==> src/hdl/pida_pkg.sv <==
// ----------------------------------------------------------------------------
// pida_pkg
// Shared types and constants of the positional insert/delete array.
// ----------------------------------------------------------------------------
package pida_pkg;

  // Defaults of the top-level parameters
  localparam int DEPTH_DEF     = 64;
  localparam int WORD_BITS_DEF = 32;

  // Fixed field widths of the stream words
  localparam int POS_W  = 7;
  localparam int VAL_W  = 32;
  localparam int ELEM_W = 32;
  localparam int SLOT_W = 6;
  localparam int ST_W   = 2;

  localparam int S_TDATA_W = 40;
  localparam int M_TDATA_W = 40;
  localparam int M_TUSER_W = 3;
  localparam int S_PAD_W   = S_TDATA_W - POS_W - VAL_W;
  localparam int M_PAD_W   = M_TDATA_W - ELEM_W - SLOT_W;

  // Command queue between front and back
  localparam int QUEUE_DEPTH = 2;

  typedef enum logic [0:0] {
    KIND_INSERT = 1'b0,
    KIND_DELETE = 1'b1
  } kind_e;

  typedef enum logic [ST_W-1:0] {
    ST_DONE  = 2'd0,
    ST_RANGE = 2'd1,
    ST_FULL  = 2'd2
  } status_e;

  typedef enum logic [1:0] {
    CMD_INSERT,
    CMD_DELETE,
    CMD_REPORT
  } cmd_e;

  // Classified command handed from front to back
  typedef struct packed {
    cmd_e              op;
    logic [POS_W-1:0]  pos;
    logic [VAL_W-1:0]  value;
    status_e           status;
    logic              empty;
  } cmd_t;

  // Queue fill flags
  typedef struct packed {
    logic full;
    logic empty;
  } q_stat_t;

  typedef enum logic [1:0] {
    B_IDLE,
    B_SHIFT,
    B_STREAM,
    B_REPORT
  } back_state_e;

endpackage

==> src/hdl/positional_insert_delete_array.sv <==
// ----------------------------------------------------------------------------
// positional_insert_delete_array
// Ordered array of signed words with insert and delete at a position; every
// successful operation streams the updated array out word by word, or one empty-array word when none are left.
// ----------------------------------------------------------------------------
//
// Channel  Dir  Handshake            Payload
// s_*      in   s_tvalid/s_tready    tuser: kind; tdata: position, value
// m_*      out  m_tvalid/m_tready    tuser: status, is_empty; tdata: element,
//                                    slot; tlast: last word of the operation
//
// An accepted word enters a two-entry command queue. The back end then
// takes the command, shifts the array one moved entry at a time (an insert
// then writes the new value), and streams the array out. A delete that
// empties the array gives one empty-array word instead, and a fault gives
// one report word. The single read port of the array memory is shared by
// the shift and the readout.
// Reset clears the count and all control state; the array contents are not
// cleared, since only entries below the count are ever read.
// Stalls on the output hold the back end; the queue keeps taking input words
// until it is full.
//
module positional_insert_delete_array #(
  parameter int DEPTH     = pida_pkg::DEPTH_DEF,
  parameter int WORD_BITS = pida_pkg::WORD_BITS_DEF
) (
  input  logic                           clk_i,
  input  logic                           rst_ni,
  // Input words
  input  logic                           s_tvalid_i,
  output logic                           s_tready_o,
  input  logic                           s_tuser_i,  // [0] kind
  input  logic [pida_pkg::S_TDATA_W-1:0] s_tdata_i,  // [6:0] position, [38:7] value, [39] 0
  // Result words
  output logic                           m_tvalid_o,
  input  logic                           m_tready_i,
  output logic [pida_pkg::M_TDATA_W-1:0] m_tdata_o,  // [31:0] element, [37:32] slot, [39:38] 0
  output logic [pida_pkg::M_TUSER_W-1:0] m_tuser_o,  // [1:0] status, [2] is_empty
  output logic                           m_tlast_o
);
  import pida_pkg::*;

  cmd_t    cmd_in, cmd_out;
  logic    cmd_push, cmd_pop;
  q_stat_t q_stat;

  // Front: classify each word against the count it will find
  pida_front #(
    .DEPTH (DEPTH)
  ) u_front (
    .clk_i      (clk_i),
    .rst_ni     (rst_ni),
    .s_tvalid_i (s_tvalid_i),
    .s_tready_o (s_tready_o),
    .s_tuser_i  (s_tuser_i),
    .s_tdata_i  (s_tdata_i),
    .cmd_o      (cmd_in),
    .cmd_push_o (cmd_push),
    .q_stat_i   (q_stat)
  );

  // Queue: decouple classification from execution
  pida_queue u_queue (
    .clk_i  (clk_i),
    .rst_ni (rst_ni),
    .push_i (cmd_push),
    .cmd_i  (cmd_in),
    .pop_i  (cmd_pop),
    .cmd_o  (cmd_out),
    .stat_o (q_stat)
  );

  // Back: shift the array memory and stream the result words
  pida_back #(
    .DEPTH     (DEPTH),
    .WORD_BITS (WORD_BITS)
  ) u_back (
    .clk_i      (clk_i),
    .rst_ni     (rst_ni),
    .cmd_i      (cmd_out),
    .q_stat_i   (q_stat),
    .pop_o      (cmd_pop),
    .m_tvalid_o (m_tvalid_o),
    .m_tready_i (m_tready_i),
    .m_tdata_o  (m_tdata_o),
    .m_tuser_o  (m_tuser_o),
    .m_tlast_o  (m_tlast_o)
  );

  // An empty-array word is always the only word of its operation
  a_empty_last: assert property (@(posedge clk_i) disable iff (!rst_ni)
    (m_tvalid_o && m_tuser_o[2]) |-> m_tlast_o)
    else $error("empty result word without last");

  // A fault word is single, with zero element and slot
  a_fault_word: assert property (@(posedge clk_i) disable iff (!rst_ni)
    (m_tvalid_o && (m_tuser_o[1:0] != ST_DONE))
      |-> (m_tlast_o && (m_tdata_o[ELEM_W+SLOT_W-1:0] == '0)))
    else $error("fault result word malformed");

  // The front never pushes into a full queue
  a_queue_push: assert property (@(posedge clk_i) disable iff (!rst_ni)
    cmd_push |-> !q_stat.full)
    else $error("command pushed into full queue");

  // The back only takes a command that is there
  a_queue_pop: assert property (@(posedge clk_i) disable iff (!rst_ni)
    cmd_pop |-> !q_stat.empty)
    else $error("command popped from empty queue");

endmodule

==> src/hdl/pida_front.sv <==
// ----------------------------------------------------------------------------
// pida_front
// Accept input words, check them against the running count and queue commands.
// ----------------------------------------------------------------------------
module pida_front #(
  parameter int DEPTH = pida_pkg::DEPTH_DEF
) (
  input  logic                          clk_i,
  input  logic                          rst_ni,
  input  logic                          s_tvalid_i,
  output logic                          s_tready_o,
  input  logic                          s_tuser_i,   // kind
  input  logic [pida_pkg::S_TDATA_W-1:0] s_tdata_i,  // position, value, zero pad
  output pida_pkg::cmd_t                cmd_o,
  output logic                          cmd_push_o,
  input  pida_pkg::q_stat_t             q_stat_i
);
  import pida_pkg::*;

  localparam int CW = $clog2(DEPTH + 1);
  localparam int MW = (CW > POS_W) ? CW : POS_W;

  logic [CW-1:0]    cnt_q, cnt_d;
  logic [POS_W-1:0] pos;
  logic [MW-1:0]    posx, cntx;

  assign pos        = s_tdata_i[POS_W-1:0];
  assign posx       = MW'(pos);
  assign cntx       = MW'(cnt_q);
  assign s_tready_o = !q_stat_i.full;
  assign cmd_push_o = s_tvalid_i && s_tready_o;

  always_comb begin
    cmd_o.op     = CMD_REPORT;
    cmd_o.pos    = pos;
    cmd_o.value  = s_tdata_i[POS_W +: VAL_W];
    cmd_o.status = ST_DONE;
    cmd_o.empty  = 1'b0;
    cnt_d        = cnt_q;
    if (kind_e'(s_tuser_i) == KIND_INSERT) begin
      if (posx > cntx) begin
        cmd_o.status = ST_RANGE;
        cmd_o.empty  = (cnt_q == '0);
      end else if (cnt_q == CW'(DEPTH)) begin
        cmd_o.status = ST_FULL;
      end else begin
        cmd_o.op = CMD_INSERT;
        cnt_d    = cnt_q + 1'b1;
      end
    end else begin
      if (posx >= cntx) begin
        cmd_o.status = ST_RANGE;
        cmd_o.empty  = (cnt_q == '0);
      end else begin
        cmd_o.op = CMD_DELETE;
        cnt_d    = cnt_q - 1'b1;
      end
    end
  end

  // Track the count as it will stand after every queued command
  always_ff @(posedge clk_i or negedge rst_ni) begin
    if (!rst_ni) begin
      cnt_q <= '0;
    end else if (cmd_push_o) begin
      cnt_q <= cnt_d;
    end
  end

endmodule

==> src/hdl/pida_queue.sv <==
// ----------------------------------------------------------------------------
// pida_queue
// Short command queue that decouples the front from the back.
// ----------------------------------------------------------------------------
module pida_queue (
  input  logic              clk_i,
  input  logic              rst_ni,
  input  logic              push_i,
  input  pida_pkg::cmd_t    cmd_i,
  input  logic              pop_i,
  output pida_pkg::cmd_t    cmd_o,
  output pida_pkg::q_stat_t stat_o
);
  import pida_pkg::*;

  localparam int PW = (QUEUE_DEPTH > 1) ? $clog2(QUEUE_DEPTH) : 1;
  localparam int NW = $clog2(QUEUE_DEPTH + 1);

  cmd_t          slots_q [QUEUE_DEPTH];
  logic [PW-1:0] wr_q, rd_q;
  logic [NW-1:0] num_q;
  logic          do_push, do_pop;

  assign stat_o.full  = (num_q == NW'(QUEUE_DEPTH));
  assign stat_o.empty = (num_q == '0);
  assign do_push      = push_i && !stat_o.full;
  assign do_pop       = pop_i && !stat_o.empty;
  assign cmd_o        = slots_q[rd_q];

  always_ff @(posedge clk_i or negedge rst_ni) begin
    if (!rst_ni) begin
      wr_q  <= '0;
      rd_q  <= '0;
      num_q <= '0;
    end else begin
      if (do_push) begin
        wr_q <= (wr_q == PW'(QUEUE_DEPTH - 1)) ? '0 : wr_q + 1'b1;
      end
      if (do_pop) begin
        rd_q <= (rd_q == PW'(QUEUE_DEPTH - 1)) ? '0 : rd_q + 1'b1;
      end
      if (do_push && !do_pop) begin
        num_q <= num_q + 1'b1;
      end else if (do_pop && !do_push) begin
        num_q <= num_q - 1'b1;
      end
    end
  end

  always_ff @(posedge clk_i) begin
    if (do_push) begin
      slots_q[wr_q] <= cmd_i;
    end
  end

endmodule

==> src/hdl/pida_back.sv <==
// ----------------------------------------------------------------------------
// pida_back
// Carry out queued commands on the array memory and stream the result words.
// ----------------------------------------------------------------------------
module pida_back #(
  parameter int DEPTH     = pida_pkg::DEPTH_DEF,
  parameter int WORD_BITS = pida_pkg::WORD_BITS_DEF
) (
  input  logic                           clk_i,
  input  logic                           rst_ni,
  input  pida_pkg::cmd_t                 cmd_i,
  input  pida_pkg::q_stat_t              q_stat_i,
  output logic                           pop_o,
  output logic                           m_tvalid_o,
  input  logic                           m_tready_i,
  output logic [pida_pkg::M_TDATA_W-1:0] m_tdata_o,  // element, slot, zero pad
  output logic [pida_pkg::M_TUSER_W-1:0] m_tuser_o,  // status, is_empty
  output logic                           m_tlast_o
);
  import pida_pkg::*;

  localparam int CW = $clog2(DEPTH + 1);
  localparam int AW = (DEPTH > 1) ? $clog2(DEPTH) : 1;
  localparam int MW = (CW > POS_W) ? CW : POS_W;
  localparam int EW = (WORD_BITS > ELEM_W) ? WORD_BITS : ELEM_W;

  logic [WORD_BITS-1:0] mem [DEPTH];

  back_state_e          state_q, state_d;
  logic [CW-1:0]        cnt_q, cnt_d;
  logic                 ins_q, ins_d;
  logic [AW-1:0]        pos_q, pos_d;
  logic [WORD_BITS-1:0] val_q, val_d;
  logic [AW-1:0]        dst_q, dst_d;
  logic [CW-1:0]        rem_q, rem_d;
  logic                 pend_q, pend_d;
  logic [AW-1:0]        wdst_q, wdst_d;
  logic [WORD_BITS-1:0] rdata_q;
  logic [CW-1:0]        k_q, k_d;
  logic                 rv_q, rv_d;
  logic [CW-1:0]        rslot_q, rslot_d;
  status_e              rep_st_q, rep_st_d;
  logic                 rep_empty_q, rep_empty_d;

  logic                 ov_q, ov_d;
  status_e              ost_q, ost_d;
  logic [ELEM_W-1:0]    oel_q, oel_d;
  logic [SLOT_W-1:0]    oslot_q, oslot_d;
  logic                 oempty_q, oempty_d;
  logic                 olast_q, olast_d;

  logic                 we, re, adv;
  logic [AW-1:0]        waddr, raddr;
  logic [WORD_BITS-1:0] wdata;
  logic [MW-1:0]        posx, cntx;
  logic [EW-1:0]        val_ext;
  logic signed [WORD_BITS-1:0] rd_signed;
  logic signed [EW-1:0]        rd_ext;

  assign posx      = MW'(cmd_i.pos);
  assign cntx      = MW'(cnt_q);
  assign val_ext   = EW'(cmd_i.value);
  assign rd_signed = rdata_q;
  assign rd_ext    = EW'(rd_signed);
  assign adv       = !ov_q || m_tready_i;

  always_comb begin
    state_d     = state_q;
    cnt_d       = cnt_q;
    ins_d       = ins_q;
    pos_d       = pos_q;
    val_d       = val_q;
    dst_d       = dst_q;
    rem_d       = rem_q;
    pend_d      = pend_q;
    wdst_d      = wdst_q;
    k_d         = k_q;
    rv_d        = rv_q;
    rslot_d     = rslot_q;
    rep_st_d    = rep_st_q;
    rep_empty_d = rep_empty_q;
    ov_d        = ov_q && !m_tready_i;
    ost_d       = ost_q;
    oel_d       = oel_q;
    oslot_d     = oslot_q;
    oempty_d    = oempty_q;
    olast_d     = olast_q;
    we          = 1'b0;
    waddr       = wdst_q;
    wdata       = rdata_q;
    re          = 1'b0;
    raddr       = k_q[AW-1:0];
    pop_o       = 1'b0;

    case (state_q)
      B_IDLE: begin
        if (!q_stat_i.empty) begin
          pop_o = 1'b1;
          pend_d = 1'b0;
          pos_d = posx[AW-1:0];
          val_d = val_ext[WORD_BITS-1:0];
          case (cmd_i.op)
            CMD_INSERT: begin
              ins_d   = 1'b1;
              rem_d   = CW'(cntx - posx);
              dst_d   = cnt_q[AW-1:0];
              cnt_d   = cnt_q + 1'b1;
              state_d = B_SHIFT;
            end
            CMD_DELETE: begin
              ins_d   = 1'b0;
              rem_d   = CW'(cntx - MW'(1) - posx);
              dst_d   = posx[AW-1:0];
              cnt_d   = cnt_q - 1'b1;
              state_d = B_SHIFT;
            end
            default: begin
              rep_st_d    = cmd_i.status;
              rep_empty_d = cmd_i.empty;
              state_d     = B_REPORT;
            end
          endcase
        end
      end

      B_SHIFT: begin
        // Write back the word read last cycle while the next one is read
        if (pend_q) begin
          we    = 1'b1;
          waddr = wdst_q;
          wdata = rdata_q;
        end
        if (rem_q != '0) begin
          re     = 1'b1;
          raddr  = ins_q ? dst_q - 1'b1 : dst_q + 1'b1;
          wdst_d = dst_q;
          dst_d  = ins_q ? dst_q - 1'b1 : dst_q + 1'b1;
          rem_d  = rem_q - 1'b1;
          pend_d = 1'b1;
        end else begin
          pend_d = 1'b0;
          if (!pend_q) begin
            if (ins_q) begin
              we    = 1'b1;
              waddr = pos_q;
              wdata = val_q;
            end
            k_d  = '0;
            rv_d = 1'b0;
            if (cnt_q == '0) begin
              rep_st_d    = ST_DONE;
              rep_empty_d = 1'b1;
              state_d     = B_REPORT;
            end else begin
              state_d = B_STREAM;
            end
          end
        end
      end

      B_STREAM: begin
        if ((k_q < cnt_q) && (!rv_q || adv)) begin
          re      = 1'b1;
          raddr   = k_q[AW-1:0];
          k_d     = k_q + 1'b1;
          rv_d    = 1'b1;
          rslot_d = k_q;
        end else if (adv) begin
          rv_d = 1'b0;
        end
        if (adv && rv_q) begin
          ov_d     = 1'b1;
          ost_d    = ST_DONE;
          oel_d    = rd_ext[ELEM_W-1:0];
          oslot_d  = SLOT_W'(rslot_q);
          oempty_d = 1'b0;
          olast_d  = (CW'(rslot_q + 1'b1) == cnt_q);
        end
        if ((k_q == cnt_q) && !rv_q) begin
          state_d = B_IDLE;
        end
      end

      B_REPORT: begin
        if (adv) begin
          ov_d     = 1'b1;
          ost_d    = rep_st_q;
          oel_d    = '0;
          oslot_d  = '0;
          oempty_d = rep_empty_q;
          olast_d  = 1'b1;
          state_d  = B_IDLE;
        end
      end

      default: begin
        state_d = B_IDLE;
      end
    endcase
  end

  always_ff @(posedge clk_i or negedge rst_ni) begin
    if (!rst_ni) begin
      state_q <= B_IDLE;
      cnt_q   <= '0;
      pend_q  <= 1'b0;
      rv_q    <= 1'b0;
      ov_q    <= 1'b0;
      rem_q   <= '0;
      k_q     <= '0;
    end else begin
      state_q <= state_d;
      cnt_q   <= cnt_d;
      pend_q  <= pend_d;
      rv_q    <= rv_d;
      ov_q    <= ov_d;
      rem_q   <= rem_d;
      k_q     <= k_d;
    end
  end

  always_ff @(posedge clk_i) begin
    ins_q       <= ins_d;
    pos_q       <= pos_d;
    val_q       <= val_d;
    dst_q       <= dst_d;
    wdst_q      <= wdst_d;
    rslot_q     <= rslot_d;
    rep_st_q    <= rep_st_d;
    rep_empty_q <= rep_empty_d;
    ost_q       <= ost_d;
    oel_q       <= oel_d;
    oslot_q     <= oslot_d;
    oempty_q    <= oempty_d;
    olast_q     <= olast_d;
  end

  // Array memory: one write and one registered read per cycle
  always_ff @(posedge clk_i) begin
    if (we) begin
      mem[waddr] <= wdata;
    end
    if (re) begin
      rdata_q <= mem[raddr];
    end
  end

  assign m_tvalid_o = ov_q;
  assign m_tdata_o  = {{M_PAD_W{1'b0}}, oslot_q, oel_q};
  assign m_tuser_o  = {oempty_q, ost_q};
  assign m_tlast_o  = olast_q;

endmodule
==> config.mk <==
export PLATFORM = sky130hd
export DESIGN_NAME = positional_insert_delete_array
export DESIGN_NICKNAME = d
export VERILOG_FILES = /design/src/hdl/pida_pkg.sv /design/src/hdl/positional_insert_delete_array.sv /design/src/hdl/pida_front.sv /design/src/hdl/pida_queue.sv /design/src/hdl/pida_back.sv
export SDC_FILE = /design/constraint.sdc
export NUM_CORES = 2
export LEC_CHECK = 0
export BUFFER_PORTS_ARGS = -buffer_cell sky130_fd_sc_hd__buf_2
export CAP_MARGIN = 20
export CORE_UTILIZATION = 41
export CTS_BUF_LIST = sky130_fd_sc_hd__clkbuf_4 sky130_fd_sc_hd__clkbuf_8 sky130_fd_sc_hd__clkbuf_16
export CTS_CLUSTER_SIZE = 14
export DETAILED_ROUTE_END_ITERATION = 6
export HOLD_SLACK_MARGIN = 0.05
export SYNTH_ARGS = -nofsm -noshare
export SYNTH_HDL_FRONTEND = slang
export SYNTH_SLANG_ARGS = --single-unit
export TNS_END_PERCENT = 30
==> constraint.sdc <==
create_clock -name clk_i -period 3.95 [get_ports clk_i]
set_input_delay 0.1975 -clock clk_i [delete_from_list [all_inputs] [get_ports clk_i]]
set_output_delay 0.1975 -clock clk_i [all_outputs]
set_load 0.01 [all_outputs]
[Word level (Yosys, flattened, before mapping)]
Memories as Yosys holds them, arrays and structs flattened. A register that Yosys moved wholly into a read port is not among the register bits.
Index checks and enable logic that the tools add are counted.
Operators by class
  $add $sub $neg: 15
  order comparisons: 3
  equal/unequal tests: 23
  multiplexer cells: 100
  bitwise logic cells: 1
  reductions and logical operators: 42
Operator list (number)
  $mux 32: 6
  $mux 6: 11
  $pmux 32 s2: 1
  $mux 7: 9
  $pmux 7 s2: 4
  $mux 2: 21
  $pmux 6 s2: 3
  $mux 1: 33
  $add 7x1->7 const B: 4
  $sub 7x1->7 const B: 3
  $pmux 1 s2: 8
  $reduce_and 4->1: 4
  $eq 7x7->1: 2
  $logic_not 7->1: 2
  $ne 2x2->1 const B: 7
  $sub 7x7->7: 2
  $ne 2x1->1 const B: 6
  $reduce_bool 2->1: 5
  $logic_and 1x1->1: 9
  $pmux 2 s2: 2
  $pmux 2 s4: 1
  $reduce_and 2->1: 4
  $eq 7x7->1 const B: 1
  $ge 7x7->1: 1
  other kinds (21): 35
Storage, ports and cells
  flip-flop bits (word level): 140
  bits in writable memories: 2136
  input port bits: 45
  output and inout bits: 46
  logic and storage cells: 210
  memories: 2
Memory list
  u_back.mem: depth 64, width 32, rd ports 1, clocked after memory_dff 1, write ports 1, RTL line pida_back.sv:27  | logic [WORD_BITS-1:0] mem [DEPTH];
  u_queue.slots_q: depth 2, width 44, rd ports 1, clocked after memory_dff 0, write ports 1, RTL line pida_queue.sv:19  | cmd_t slots_q [QUEUE_DEPTH];

[Longest topological paths before layout]
  word-level depth: 8
  gate-level depth with buffers: 16
  mapped depth without buffers: 15

[By module]
Synthesis repeated with hierarchy kept, for this count alone.
Second synthesis, totals
  cells, all modules: 7133
  area, all modules: 94957.3 um^2
By module, submodules not included
  pida_back: instances 1, cells each 6848, area each 90335.4 um^2, sequential area each 66203.5 um^2
  pida_queue: instances 1, cells each 156, area each 3572.2 um^2, sequential area each 2742.6 um^2
  pida_front: instances 1, cells each 129, area each 1049.8 um^2, sequential area each 175.2 um^2

[Worst setup path before layout]
Ideal clock, no wire load.
  path kind: register -> register
  start: register u_back.rem_q[0]
  end: memory u_back.mem[34][0] (netlist bit), enable pin
  library setup time: 421 ps
  data arrival time: 3899 ps
  data required time: 3529 ps
  slack: -370 ps
  cell stages (with the launch flop): 11
  path buffers: 0
  clock period less this slack: 4320 ps
  cells stage by stage: dfrtp_1 inv_1 ha_1 or4b_4 nor3_2 and2_1 nand3b_1 or3b_2 a21oi_1 nand2_1 nor2_1
Between the ends
  word-level cells in the longest chain between the ends: 5
  elaborated cells between the ends (all ways): 7
  those cells by class: 6 x mux; 1 x reduce/logical
Ends and longest elaborated chain
  start: declaration: RTL line pida_back.sv:35  | logic [CW-1:0] rem_q, rem_d;
  start signal: assignment: RTL line pida_back.sv:217  | rem_q <= rem_d;
  $reduce_bool 7->1 *: RTL line pida_back.sv:133  | if (rem_q != '0) begin
  $mux 1: RTL line pida_back.sv:133
  $mux 1: RTL line pida_back.sv:95  | case (state_q)
  $mux 1: RTL line pida_back.sv:240  | if (we) begin
  $mux 1 (not written as such): RTL line pida_back.sv:241  | mem[waddr] <= wdata;
  end: declaration: RTL line pida_back.sv:27
Mark *: on every way between the ends. The rest lies on a longest branch, timed or not.

[Final worst setup path]
  start: register u_back.rem_q[0]
  end: register u_back.rdata_q[11], in the netlist u_back.rd_ext[11] (read register of u_back.mem) (data pin)
Between the ends
  word-level cells in the longest chain between the ends: 3
  elaborated cells between the ends (all ways): 5
  those cells by class: 4 x mux; 1 x reduce/logical
Ends and longest elaborated chain
  $reduce_bool 7->1 *: RTL line pida_back.sv:133
  $mux 1 or $mux 6 (tied branches): RTL line pida_back.sv:133
  $pmux 1 s2 or $mux 6 (tied branches)
  end: declaration: RTL line pida_back.sv:38  | logic [WORD_BITS-1:0] rdata_q;
Marks and branches as above.
A chain may end at the register's enable or synchronous reset.

==> flow_metrics.tcl <==
set metrics [dict create \
    status "completed" \
    hold_viol_final 0 \
    cts_tree "done" \
    final_util 0.490 \
    die-area_um2 223000 \
    drive_above_1_share 0.146 \
    synth_flop_cell "edfxtp_1" \
    crit_path_end_kind "register" \
    port_buffers 87 \
    place_ws_ns -0.301 \
    synth_warnings 0 \
    post-route-period-util 0.991 \
    path_clk_slew_ns 0.06 \
    r2r-start "u_back.rem_q[0]" \
    slew_viol_final 0 \
    crit_chain "inv_1 -> ha_1 -> or4b_4 -> o31ai_4 -> buf_4 -> buf_6 -> nand3b_1 -> o31ai_4 -> buf_12 -> buf_6 -> buf_16 -> buf_4 -> nand3_1 -> nand4_1 -> o22ai_1 -> or4_1" \
    cts.path.max_buffers 3 \
    path_delay_family "simple AND/OR/NAND/NOR gates" \
    wl_met1_um 110000 \
    avgRoutedWirePerCell_um 25.8 \
    critPathLaunchType "register" \
    rsz0062_at_grt "yes" \
    worstPathMaxFanout 15 \
    min_to "u_queue.slots_q[0][22]" \
    period_needed_ns 3.91 \
    overflow 0 \
    fp.dieW_um 472 \
    timing.rr.end "u_back.rd_ext[11]" \
    drt_iter0_drc 6733 \
    grt_pass1_wl_um 383000 \
    syn_area_per_cell_um2 13.3 \
    layout_commonest_cell "edfxtp_1" \
    final_cell_mix "edfxtp_1 (2271), nand2_1 (2121), nand3_1 (1050)" \
    tightest_slew_ns 0.990 \
    htreeDepth 4 \
    syn_inst 6828 \
    async_reset_ff_frac 0.0160 \
    initial_core_util 0.412 \
    clk_latency_ns 0.86 \
    hpwl_um 157000 \
    drtPass1Iterations 6 \
    power_w 0.0961 \
    dp.cells 9906 \
    hp-class "in -> reg" \
    ant_nets 0 \
    antenna_found_initial 35 \
    num_io_pins 91 \
    rows 172 \
    numCtsBuffers 228 \
    slew_headroom 0.340 \
    setup_tns_ns 0 \
    clock-sinks 2308 \
    drv_cap 0 \
    place_congestion 0.868 \
    hp-start "s_tdata_i[26]" \
    highest_layer "met5" \
    arrival_ns 4.51 \
    powerDensity_nw_per_um2 894 \
    finalWirelength_um 268000 \
    netlist_area_um2 90600 \
    hold_depth 2 \
    grt_max_degree 71 \
    area_growth_pct 18.7 \
    max_freq_ghz 0.256 \
    worst-path-buf-inv 7 \
    drc 0 \
    final_cells 10400 \
    synth_cell_types 58 \
    critPathMaxStageDelay_ns 0.57 \
    grt.total_usage 0.236 \
    rrSetupSlack_ns 0.04 \
    required_ns 4.54 \
    ys_seq_elements 2308 \
    die_h_um 472 \
    clock_skew_ns 0.0493 \
    core_um2 220000 \
    synth_edf_count 2271 \
    setup_ws_ns 0.0371 \
    dr_wl_met3_um 22200 \
    vias 58300 \
    wl_met2_um 126000 \
    finalSetupViolations 0 \
    slowest_stage "or4_1" \
    ir_worst_vdd_v 0.000898 \
    vias_per_cell 5.60 \
    final_nets 7346 \
    p_leak_nw 37.0 \
    ctsRootBufferMaster "clkbuf_16" \
    grt_pass1_vias 55200 \
    worstRegToRegCells 16 \
    critPathKind "reg -> reg" \
    ys_seq_area_frac 0.763 \
]
## routing by layer
layer  up-vias  GRT usage
li1      25800          -
met1     29500      0.321
met2      2513      0.377
met3       450     0.0436
met4        22     0.0875
met5         -          0
## registers in the layout, indices dropped and copies added (netlist names), 6 cells and up
register and count:
u_back.rslot_q 7, u_back.dst_q 6, u_back.k_q 7, u_back.cnt_q 7
u_back.pos_q 6, u_back.val_q 32, u_queue.slots_q 88, u_back.mem 2048
u_back.oel_q 32, u_back.wdst_q 6, u_back.rd_ext 32, u_front.cnt_q 7
u_back.rem_q 7, u_back.oslot_q 6
## power by group
group | internal [W] | switching [W]
clock network | 0.0126 | 0.00921
registers | 0.0324 | 0.00122
logic | 0.0125 | 0.0281
## stage by stage
step / hold WS, ns / instance area, um2
6_report: 0.0922 / 108000
3_5_place_dp: 0.391 / 98900
3_3_place_gp: 0.370 / 98800
4_1_cts: 0.0503 / 107000
5_1_grt: 0.0575 / 108000
2_1_floorplan: -0.0981 / 90600
## final cells by class
cell class / count / area [um2]
Timing Repair Buffer: 591 / 6620
Clock inverter: 121 / 1270
Multi-Input combinational cell: 4084 / 20400
Tap cell: 2958 / 3700
Sequential cell: 2308 / 69100
Antenna cell: 14 / 35.0
Inverter: 43 / 161
Fill cell: 18600 / 112000
Clock buffer: 295 / 6280
## synthesized netlist by cell type, types with 41 or more instances
library cell | number | area [um2]
nand4_1 | 263 | 1650
nand3_1 | 1050 | 5260
nand2_1 | 2125 | 7980
o22ai_1 | 129 | 807
edfxtp_1 | 2271 | 68200
clkbuf_1 | 233 | 875
o21ai_0 | 46 | 230
mux2_2 | 76 | 856
ha_1 | 42 | 526
nor2_1 | 88 | 330
buf_2 | 117 | 586
inv_1 | 41 | 154
## worst register-to-register path, stage by stage (launching register included)
cell      delay [ns]
dfrtp_1         0.41
inv_1           0.07
ha_1            0.17
or4b_4          0.52
o31ai_4         0.22
buf_4           0.15
buf_6           0.12
nand3b_1        0.12
o31ai_4         0.14
buf_12          0.15
buf_6           0.18
buf_16          0.22
buf_4           0.17
nand3_1         0.08
nand4_1         0.10
o22ai_1         0.27
or4_1           0.58
## cell families (layout without fill, tap and decap cells)
| logic type | count (synthesis) | count (layout) | synth area share |
|---|---|---|---|
| compound gates | 248 | 248 | 0.0174 |
| buf+inv | 437 | 1050 | 0.0203 |
| xor+xnor | 42 | 42 | 0.00406 |
| other cells | 1 | 16 | 0.0000414 |
| mux | 92 | 92 | 0.0112 |
| fa+ha+maj | 45 | 45 | 0.00646 |
| simple gates | 3655 | 3655 | 0.178 |
| flops | 2308 | 2308 | 0.763 |
## what timing repair did
action,in CTS,in global routing
hold buffers,59,0
endpoints found under the setup margin,10,62
hold endpoints to repair,171,0
resized for setup,10,25
cloned,0,4
buffers inserted,0,14
pin swaps,0,3
## how the worst max path moves through the flow
stage / start / to / slack, ns / depth (start not counted)
floorplan: u_back.rem_q[0] / u_back.mem[34][0] / -0.37 / 10
global route: u_back.rem_q[0] / u_back.rd_ext[22] / -0.05 / 15
detailed placement: u_back.rem_q[0] / u_back.rd_ext[4] / -0.30 / 13
CTS: u_back.rem_q[0] / u_back.rd_ext[6] / -0.0004 / 13
finish: u_back.rem_q[0] / u_back.rd_ext[11] / 0.04 / 16
global placement: u_back.rem_q[0] / u_back.rd_ext[22] / -0.40 / 13
(Power assumes the default switching activity.)
